--- src/spdc_pkg.sv ---
// ----------------------------------------------------------------------------
// spdc_pkg
// Shared types and constants for the scheduled pressure deadband controller.
// ----------------------------------------------------------------------------
package spdc_pkg;

   localparam int SLOTS_DEFAULT = 8;

   localparam logic [15:0] INVALID_FIELD = 16'hffff;

   // 4 mA in 1/256 mA units; (mA - 4) / 16 * 200 == (c - 1024) * 25 / 512
   localparam logic [12:0] CUR_OFFSET = 13'd1024;
   localparam logic [17:0] PRES_GAIN  = 18'd25;

   localparam logic REQ_LOAD = 1'b0;
   localparam logic REQ_TICK = 1'b1;

   localparam logic [2:0] WDAY_NONE = 3'd0;
   localparam logic [2:0] WDAY_SUN  = 3'd1;
   localparam logic [2:0] WDAY_SAT  = 3'd7;

   localparam logic CSR_AUTO_MODE = 1'b0;
   localparam logic CSR_TOLERANCE = 1'b1;

   localparam logic       AUTO_MODE_RESET = 1'b1;
   localparam logic [9:0] TOLERANCE_RESET = 10'd10;

   localparam logic signed [1:0] DIR_RAISE = 2'sb01;
   localparam logic signed [1:0] DIR_HOLD  = 2'sb00;
   localparam logic signed [1:0] DIR_LOWER = 2'sb11;

   typedef struct packed {
      logic        req_type;
      logic        entry_bank;
      logic [2:0]  entry_slot;
      logic [15:0] entry_start;
      logic [15:0] entry_end;
      logic [15:0] entry_setpoint;
      logic [2:0]  weekday;
      logic [4:0]  hour;
      logic [5:0]  minute;
      logic [12:0] outlet_current;
   } req_word_type;

   typedef struct packed {
      logic signed [1:0] direction;
      logic              matched;
      logic [2:0]        matched_slot;
      logic [15:0]       active_setpoint;
      logic [8:0]        outlet_pressure;
   } rsp_word_type;

   typedef struct packed {
      logic [15:0] start;
      logic [15:0] stop;
      logic [15:0] setpoint;
   } entry_type;

   localparam int ENTRY_W = $bits(entry_type);

endpackage

--- src/scheduled_pressure_deadband_control_top.sv ---
// ----------------------------------------------------------------------------
// scheduled_pressure_deadband_control_top
// Schedule table of pressure setpoints (weekday and weekend banks) and a
// deadband valve direction computed on each control tick.
// ----------------------------------------------------------------------------
// Load words: taken every cycle while idle, written to the table RAM at acceptance.
// Tick words: one RAM entry checked per cycle; in manual mode or on weekday 0 the
//   tick skips the scan, else entries are scanned from slot 0 to a hit or the last
//   slot; result registered when the output is free, then the next word is taken.
// Synchronous reset clears entry valid bits at once (no clearing pass),
//   auto_mode to 1 and tolerance to 10.
// ----------------------------------------------------------------------------
module scheduled_pressure_deadband_control_top #(
   parameter int SLOTS = spdc_pkg::SLOTS_DEFAULT
) (
   input  logic                  clock,
   input  logic                  reset,
   input  logic                  req_valid,
   output logic                  req_stall,
   input  spdc_pkg::req_word_type req_word,
   output logic                  rsp_valid,
   input  logic                  rsp_stall,
   output spdc_pkg::rsp_word_type rsp_word,
   input  logic                  csr_valid,
   output logic                  csr_ready,
   input  logic                  csr_index,
   input  logic [9:0]            csr_wdata
);

   localparam int SLOT_W = (SLOTS > 1) ? $clog2(SLOTS) : 1;
   localparam int ADDR_W = SLOT_W + 1;
   localparam int DEPTH  = 2 ** ADDR_W;
   localparam int EXT_W  = SLOT_W + 3;

   typedef enum logic [1:0] {ST_IDLE, ST_SCAN, ST_RESULT} state_type;

   state_type           state_ff;
   logic [DEPTH-1:0]    valid_ff;
   logic                vld_rd_ff;
   logic                auto_mode_ff;
   logic [9:0]          tol_ff;
   logic                bank_ff;
   logic [SLOT_W-1:0]   idx_ff;
   logic [15:0]         now_ff;
   logic [8:0]          pres_ff;
   logic                hit_ff;
   logic [2:0]          slot_ff;
   logic [15:0]         set_ff;
   logic                rsp_valid_ff;
   spdc_pkg::rsp_word_type rsp_ff;

   logic                req_accept;
   logic                slot_ok;
   logic [EXT_W-1:0]    load_slot_ext;
   logic [EXT_W-1:0]    idx_ext;
   logic                wr_en;
   logic [ADDR_W-1:0]   wr_addr;
   logic [ADDR_W-1:0]   rd_addr;
   logic [SLOT_W-1:0]   idx_nxt;
   logic [spdc_pkg::ENTRY_W-1:0] rd_data;
   spdc_pkg::entry_type wr_entry;
   spdc_pkg::entry_type rd_entry;
   logic                tick_bank;
   logic                tick_run;
   logic [12:0]         cur_diff;
   logic [17:0]         pres_prod;
   logic [8:0]          pres_in;
   logic                entry_hit;
   logic [16:0]         lo_sum;
   logic [16:0]         hi_sum;
   logic signed [1:0]   dir_in;
   logic                rsp_free;

   assign req_stall  = (state_ff != ST_IDLE);
   assign req_accept = req_valid && !req_stall;
   assign csr_ready  = 1'b1;
   assign rsp_valid  = rsp_valid_ff;
   assign rsp_word   = rsp_ff;
   assign rsp_free   = !rsp_valid_ff || !rsp_stall;

   // table write on load
   assign load_slot_ext = EXT_W'(req_word.entry_slot);
   assign slot_ok       = (load_slot_ext < EXT_W'(SLOTS));
   assign wr_en         = req_accept && (req_word.req_type == spdc_pkg::REQ_LOAD) && slot_ok;
   assign wr_addr       = {req_word.entry_bank, load_slot_ext[SLOT_W-1:0]};
   assign wr_entry      = '{start:    req_word.entry_start,
                            stop:     req_word.entry_end,
                            setpoint: req_word.entry_setpoint};

   // tick setup
   assign tick_bank = (req_word.weekday == spdc_pkg::WDAY_SUN) ||
                      (req_word.weekday == spdc_pkg::WDAY_SAT);
   assign tick_run  = auto_mode_ff && (req_word.weekday != spdc_pkg::WDAY_NONE);
   assign cur_diff  = req_word.outlet_current - spdc_pkg::CUR_OFFSET;
   assign pres_prod = 18'(cur_diff) * spdc_pkg::PRES_GAIN;
   assign pres_in   = (req_word.outlet_current < spdc_pkg::CUR_OFFSET) ? 9'd0 : pres_prod[17:9];

   // scan
   assign idx_nxt  = idx_ff + SLOT_W'(1);
   assign idx_ext  = EXT_W'(idx_ff);
   assign rd_addr  = (state_ff == ST_IDLE) ? {tick_bank, {SLOT_W{1'b0}}} : {bank_ff, idx_nxt};
   assign rd_entry = spdc_pkg::entry_type'(rd_data);
   assign entry_hit = vld_rd_ff &&
                      (rd_entry.start    != spdc_pkg::INVALID_FIELD) &&
                      (rd_entry.stop     != spdc_pkg::INVALID_FIELD) &&
                      (rd_entry.setpoint != spdc_pkg::INVALID_FIELD) &&
                      (now_ff >= rd_entry.start) && (now_ff <= rd_entry.stop);

   // deadband
   assign lo_sum = 17'(pres_ff) + 17'(tol_ff);
   assign hi_sum = 17'(set_ff) + 17'(tol_ff);

   always_comb begin
      if (!hit_ff) begin
         dir_in = spdc_pkg::DIR_HOLD;
      end else if (lo_sum < 17'(set_ff)) begin
         dir_in = spdc_pkg::DIR_RAISE;
      end else if (17'(pres_ff) > hi_sum) begin
         dir_in = spdc_pkg::DIR_LOWER;
      end else begin
         dir_in = spdc_pkg::DIR_HOLD;
      end
   end

   spdc_ram #(
      .WIDTH (spdc_pkg::ENTRY_W),
      .DEPTH (DEPTH)
   ) u_table (
      .clock   (clock),
      .wr_en   (wr_en),
      .wr_addr (wr_addr),
      .wr_data (wr_entry),
      .rd_addr (rd_addr),
      .rd_data (rd_data)
   );

   always_ff @(posedge clock) begin
      if (reset) begin
         state_ff     <= ST_IDLE;
         valid_ff     <= '0;
         vld_rd_ff    <= 1'b0;
         rsp_valid_ff <= 1'b0;
         auto_mode_ff <= spdc_pkg::AUTO_MODE_RESET;
         tol_ff       <= spdc_pkg::TOLERANCE_RESET;
      end else begin
         vld_rd_ff <= valid_ff[rd_addr];
         if (wr_en) begin
            valid_ff[wr_addr] <= 1'b1;
         end
         if (csr_valid && csr_ready) begin
            case (csr_index)
               spdc_pkg::CSR_AUTO_MODE: auto_mode_ff <= csr_wdata[0];
               spdc_pkg::CSR_TOLERANCE: tol_ff       <= csr_wdata;
               default: ;
            endcase
         end
         if ((state_ff == ST_RESULT) && rsp_free) begin
            rsp_valid_ff <= 1'b1;
         end else if (!rsp_stall) begin
            rsp_valid_ff <= 1'b0;
         end
         case (state_ff)
            ST_IDLE: begin
               if (req_accept && (req_word.req_type == spdc_pkg::REQ_TICK)) begin
                  pres_ff <= pres_in;
                  now_ff  <= {3'b000, req_word.hour, 2'b00, req_word.minute};
                  bank_ff <= tick_bank;
                  idx_ff  <= '0;
                  hit_ff  <= 1'b0;
                  slot_ff <= 3'd0;
                  set_ff  <= 16'd0;
                  state_ff <= tick_run ? ST_SCAN : ST_RESULT;
               end
            end
            ST_SCAN: begin
               if (entry_hit) begin
                  hit_ff   <= 1'b1;
                  slot_ff  <= idx_ext[2:0];
                  set_ff   <= rd_entry.setpoint;
                  state_ff <= ST_RESULT;
               end else if (idx_ff == SLOT_W'(SLOTS - 1)) begin
                  state_ff <= ST_RESULT;
               end else begin
                  idx_ff <= idx_nxt;
               end
            end
            ST_RESULT: begin
               if (rsp_free) begin
                  rsp_ff.direction       <= dir_in;
                  rsp_ff.matched         <= hit_ff;
                  rsp_ff.matched_slot    <= slot_ff;
                  rsp_ff.active_setpoint <= set_ff;
                  rsp_ff.outlet_pressure <= pres_ff;
                  state_ff               <= ST_IDLE;
               end
            end
            default: state_ff <= ST_IDLE;
         endcase
      end
   end

   a_rsp_from_result: assert property (@(posedge clock) disable iff (reset)
      $rose(rsp_valid_ff) |-> $past(state_ff == ST_RESULT))
      else $error("result word raised outside result state");

   a_nomatch_zero: assert property (@(posedge clock) disable iff (reset)
      rsp_valid_ff && !rsp_ff.matched |->
         rsp_ff.active_setpoint == 16'd0 && rsp_ff.matched_slot == 3'd0 &&
         rsp_ff.direction == spdc_pkg::DIR_HOLD)
      else $error("unmatched result carries setpoint, slot or direction");

   a_match_valid_set: assert property (@(posedge clock) disable iff (reset)
      rsp_valid_ff && rsp_ff.matched |-> rsp_ff.active_setpoint != spdc_pkg::INVALID_FIELD)
      else $error("matched entry has invalid setpoint");

   a_load_marks_valid: assert property (@(posedge clock) disable iff (reset)
      wr_en |=> valid_ff[$past(wr_addr)])
      else $error("loaded entry not marked valid");

   a_scan_no_accept: assert property (@(posedge clock) disable iff (reset)
      state_ff == ST_SCAN |=> state_ff != ST_IDLE || $past(state_ff) != ST_SCAN)
      else $error("scan left without result");

endmodule

--- src/spdc_ram.sv ---
// ----------------------------------------------------------------------------
// spdc_ram
// Generic single-write, single-read RAM with registered read data.
// ----------------------------------------------------------------------------
module spdc_ram #(
   parameter int WIDTH = 48,
   parameter int DEPTH = 16
) (
   input  logic                     clock,
   input  logic                     wr_en,
   input  logic [$clog2(DEPTH)-1:0] wr_addr,
   input  logic [WIDTH-1:0]         wr_data,
   input  logic [$clog2(DEPTH)-1:0] rd_addr,
   output logic [WIDTH-1:0]         rd_data
);

   logic [WIDTH-1:0] mem [DEPTH];

   always_ff @(posedge clock) begin
      if (wr_en) begin
         mem[wr_addr] <= wr_data;
      end
      rd_data <= mem[rd_addr];
   end

endmodule
--- config.mk ---
export PLATFORM = sky130hd
export DESIGN_NAME = scheduled_pressure_deadband_control_top
export DESIGN_NICKNAME = d
export VERILOG_FILES = /design/src/spdc_pkg.sv /design/src/scheduled_pressure_deadband_control_top.sv /design/src/spdc_ram.sv
export SDC_FILE = /design/constraint.sdc
export NUM_CORES = 1
export LEC_CHECK = 0
export ABC_CLOCK_PERIOD_IN_PS = 7000
export CAP_MARGIN = 10
export CORE_MARGIN = 4
export CORE_UTILIZATION = 59
export CTS_BUF_LIST = sky130_fd_sc_hd__clkbuf_8
export DETAILED_ROUTE_END_ITERATION = 10
export DONT_BUFFER_PORTS = 1
export PLACE_DENSITY = 0.75
export SETUP_SLACK_MARGIN = 0.4
export SLEW_MARGIN = 20
export SYNTH_ARGS = -nofsm -noshare
export SYNTH_HDL_FRONTEND = slang
export SYNTH_SLANG_ARGS = --single-unit
--- constraint.sdc ---
create_clock -name clock -period 7 [get_ports clock]
set_input_delay 1.4 -clock clock [delete_from_list [all_inputs] [get_ports clock]]
set_output_delay 1.4 -clock clock [all_outputs]
set_load 0.03 [all_outputs]
==> flow_metrics.py <==
metrics = {
    "sta": {
        "fin_ws_ps": 3000,
        "finalSetupTns_ps": 0,
        "timing.final.crit_share_pct": 57.1,
        "slew_violations": 0,
        "setup_viol": 0,
        "slew_headroom_pct": 26.3,
        "fmax_ghz": 0.250,
        "worstMarginPinSlew_ps": 1080,
        "fin_skew_ps": 40.1,
        "hold_violations": 0,
        "final.min_clock_period_ps": 4000,
        "rsz0062_at_grt": "false",
    },
    "worst_setup_path": {
        "critPathLaunch": "state_ff[0]$_SDFFE_PP0P_",
        "path_class": "flip-flop to flip-flop",
        "r2r_setup_slack_ps": 3000,
        "cp.required_ps": 7620,
        "r2r-start": "state_ff[0]$_SDFFE_PP0P_",
        "ff2ff_path_depth": 9,
        "end_kind": "flip-flop",
        "crit_arrival_ps": 4620,
        "start_kind": "flip-flop",
        "worstPathMaxFanout": 98,
        "r2r-end": "u_table.rd_data[39]$_DFF_P_",
        "cp-endpoint": "u_table.rd_data[39]$_DFF_P_",
    },
    "layout": {
        "final_util_pct": 65.6,
        "final_layout_size_suffix_gt1_share_pct": 15.3,
        "fin_nets": 2710,
        "num-fill-cells": 4309,
        "design_area_mm2": 0.0416,
        "area_growth_pct": 9.45,
    },
    "cts": {
        "cts_max_level": 4,
        "insertion_delay_ps": 780,
        "cts.path.max_buffers": 3,
        "cts_tree": "yes",
        "postCtsSetupBuffers": 0,
        "clock_sinks": 922,
        "clk_pin_slew_ps": 70,
        "cts_root_buffer": "clkbuf_8",
        "cts_resized": 0,
        "cts_hold_buffers": 0,
        "cts_made_buffers": 144,
    },
    "route": {
        "vias": 21900,
        "wl_um": 87700,
        "wl_per_cell_um": 25.4,
        "drtAntennaViolNets": 0,
        "drc_errors": 0,
        "drt_iter0_drc": 2143,
        "dr.pass1.iters": 6,
        "avgViaCountPerCell": 6.34,
    },
    "yosys": {
        "seq_area_frac_synth_pct": 70.8,
        "synth_top_area_cell": "edfxtp_1",
        "yosys_warnings": 0,
        "synthCells": 2466,
        "synth_seq_cells": 922,
        "synthTopCellsByArea": "edfxtp_1 67%, mux2_2 4.4%, dfxtp_1 4.2%",
        "syn_nets": 2675,
        "synthesis.area_mm2": 0.0380,
        "synth_most_common_cell": "edfxtp_1",
        "postSynth.asyncResetShare_pct": 0,
        "synthFlopType": "edfxtp_1",
        "syn_area_per_cell_um2": 15.4,
        "synth_commonest_cells": "843 x edfxtp_1, 166 x o21ai_0, 151 x mux2i_1",
        "synth-edff-count": 843,
        "synth_top_area_share_pct": 66.6,
        "synthDistinctLibCells": 64,
    },
    "global_route": {
        "grt_overflow": 0,
        "grt_pass1_wl_um": 131000,
        "grt_start_max_net_pins": 158,
        "grt_pass1_vias": 22200,
        "busiest_layer": "met2",
        "use_met2_pct": 42.1,
        "met3_usage_pct": 6.82,
        "grt_use_total_pct": 25.5,
        "antenna_found_initial": 2,
        "met1_usage_pct": 32.7,
    },
    "floorplanning": {
        "initial_utilization_pct": 59.9,
        "die-width_um": 262,
        "rows": 92,
        "ios": 130,
        "die_h_um": 262,
        "core_mm2": 0.0634,
        "dieArea_mm2": 0.0685,
    },
    "run_status": {
        "outcome": "finished, final reports clean",
    },
    "power_and_ir_drop": {
        "switching_power_w": 0.00295,
        "ir_worst_vdd_v": 0.000190,
        "combPwrFrac_pct": 12.0,
        "switching_share_pct": 25.0,
        "power.internal_w": 0.00882,
        "leakagePower_nw": 14.7,
        "pwr-share-seq_pct": 53.0,
        "p_per_area_mw_per_mm2": 283,
        "pwr-share-clk_pct": 35.1,
    },
    "placed_design": {
        "io_buffers": 0,
        "pre_cts_slack_ps": 2430,
        "gp_congestion": 0.829,
        "dp_hpwl_um": 48200,
        "place_area_mm2": 0.0389,
    },
    "worst_hold_path": {
        "min_path_type": "flip-flop to flip-flop",
        "min_from": "slot_ff[2]$_SDFFCE_PN0P_",
    },
    "job": {
        "maxCapViolations": 0,
    },
}
==> per-stage QoR <==
step	total power, W	instances	hold slack (ps)
floorplan	0.00734	2466	400
global placement	0.00769	3201	408
detailed placement	0.00774	3201	406
CTS	0.0118	3455	415
global route	0.0122	3457	430
finish	0.0118	3457	417
==> routing by layer <==
layer	up-vias	part of all wire, %
li1	9795	-
met1	10900	39
met2	1011	49
met3	185	9.3
met4	0	3.1
met5	-	0
==> cell usage in the layout, fill, tap and decap left out, types with 5 or more instances in the layout <==
| cell | count |
|---|---|
| a21oi_1 | 84 |
| mux2i_1 | 150 |
| a22oi_1 | 49 |
| fa_1 | 9 |
| nand4_1 | 12 |
| clkinv_1 | 11 |
| nor2b_1 | 6 |
| nor2_4 | 12 |
| nand3_1 | 61 |
| a211oi_1 | 8 |
| a221oi_1 | 50 |
| buf_4 | 34 |
| edfxtp_1 | 843 |
| mux2_2 | 147 |
| ha_1 | 102 |
| o21bai_1 | 6 |
| o31ai_1 | 50 |
| nor2_1 | 63 |
| clkinvlp_4 | 5 |
| o21ai_0 | 166 |
| nor3_1 | 10 |
| inv_1 | 143 |
| a31oi_1 | 102 |
| nor4_1 | 8 |
| nand2_1 | 44 |
| and2_1 | 23 |
| clkinv_2 | 8 |
| a21o_1 | 13 |
| dfxtp_1 | 79 |
| xor2_1 | 13 |
| nor3_2 | 5 |
| nand2b_1 | 9 |
| clkbuf_8 | 159 |
| xnor2_1 | 12 |
| a22o_1 | 49 |
==> cell type report <==
cell class | instances | area (um^2) | area share (%)
multi-input cells | 1321 | 10400 | 25.1
inverters | 76 | 288 | 0.692
clock inverters | 95 | 443 | 1.06
diodes | 2 | 5.00 | 0.0120
well taps | 846 | 1060 | 2.54
clock buffers | 159 | 2190 | 5.26
flip-flops and latches | 922 | 26900 | 64.7
repair buffers | 36 | 295 | 0.710
==> registers in the layout, summed over array words and instances, names as in the netlist <==
signal and flops:
u_table.mem 768, hit_ff 1, vld_rd_ff 1, u_table.rd_data 48, slot_ff 3, bank_ff 1, state_ff 2, rsp_word 31
now_ff 11, pres_ff 9, rsp_valid 1, idx_ff 3, auto_mode_ff 1, set_ff 16, valid_ff 16, tol_ff 10
==> how the worst min path moves through the flow <==
stage | to | slack [ps] | cells after the start
finish | rsp_word[27]$_DFFE_PP_ | 420 | 0
global route | rsp_word[27]$_DFFE_PP_ | 430 | 0
CTS | rsp_word[27]$_DFFE_PP_ | 420 | 0
detailed placement | rsp_word[27]$_DFFE_PP_ | 410 | 0
global placement | rsp_word[25]$_DFFE_PP_ | 410 | 0
floorplan | rsp_word[25]$_DFFE_PP_ | 400 | 0
==> power groups by stage <==
stage	Clock [W]	Sequential [W]	Combinational (W)
floorplan	0	0.00630	0.00105
CTS	0.00420	0.00623	0.00141
detailed placement	0	0.00635	0.00140
global placement	0	0.00634	0.00135
finish	0.00413	0.00623	0.00141
global route	0.00445	0.00624	0.00154
==> cell families (layout without fill, tap and decap cells) <==
logic type      after synthesis  after routing  share of synthesized area, %
compound gates              606            606                          10.4
xor+xnor                     25             25                         0.576
fa+ha+maj                   113            113                          3.90
buf+inv                     223            366                          2.37
flops                       922            922                          70.8
mux                         298            298                          8.33
other cells                   1              3                       0.00987
simple gates                278            278                          3.60
==> worst max-delay path: stages, from the launching register on <==
cell	delay, ps
dfxtp_1	490
nor2_1	190
inv_4	430
buf_4	550
buf_4	660
nand2_8	610
a21oi_1	340
o21ai_0	220
nand3_1	170
o31ai_1	90
(Power assumes the default switching activity.)
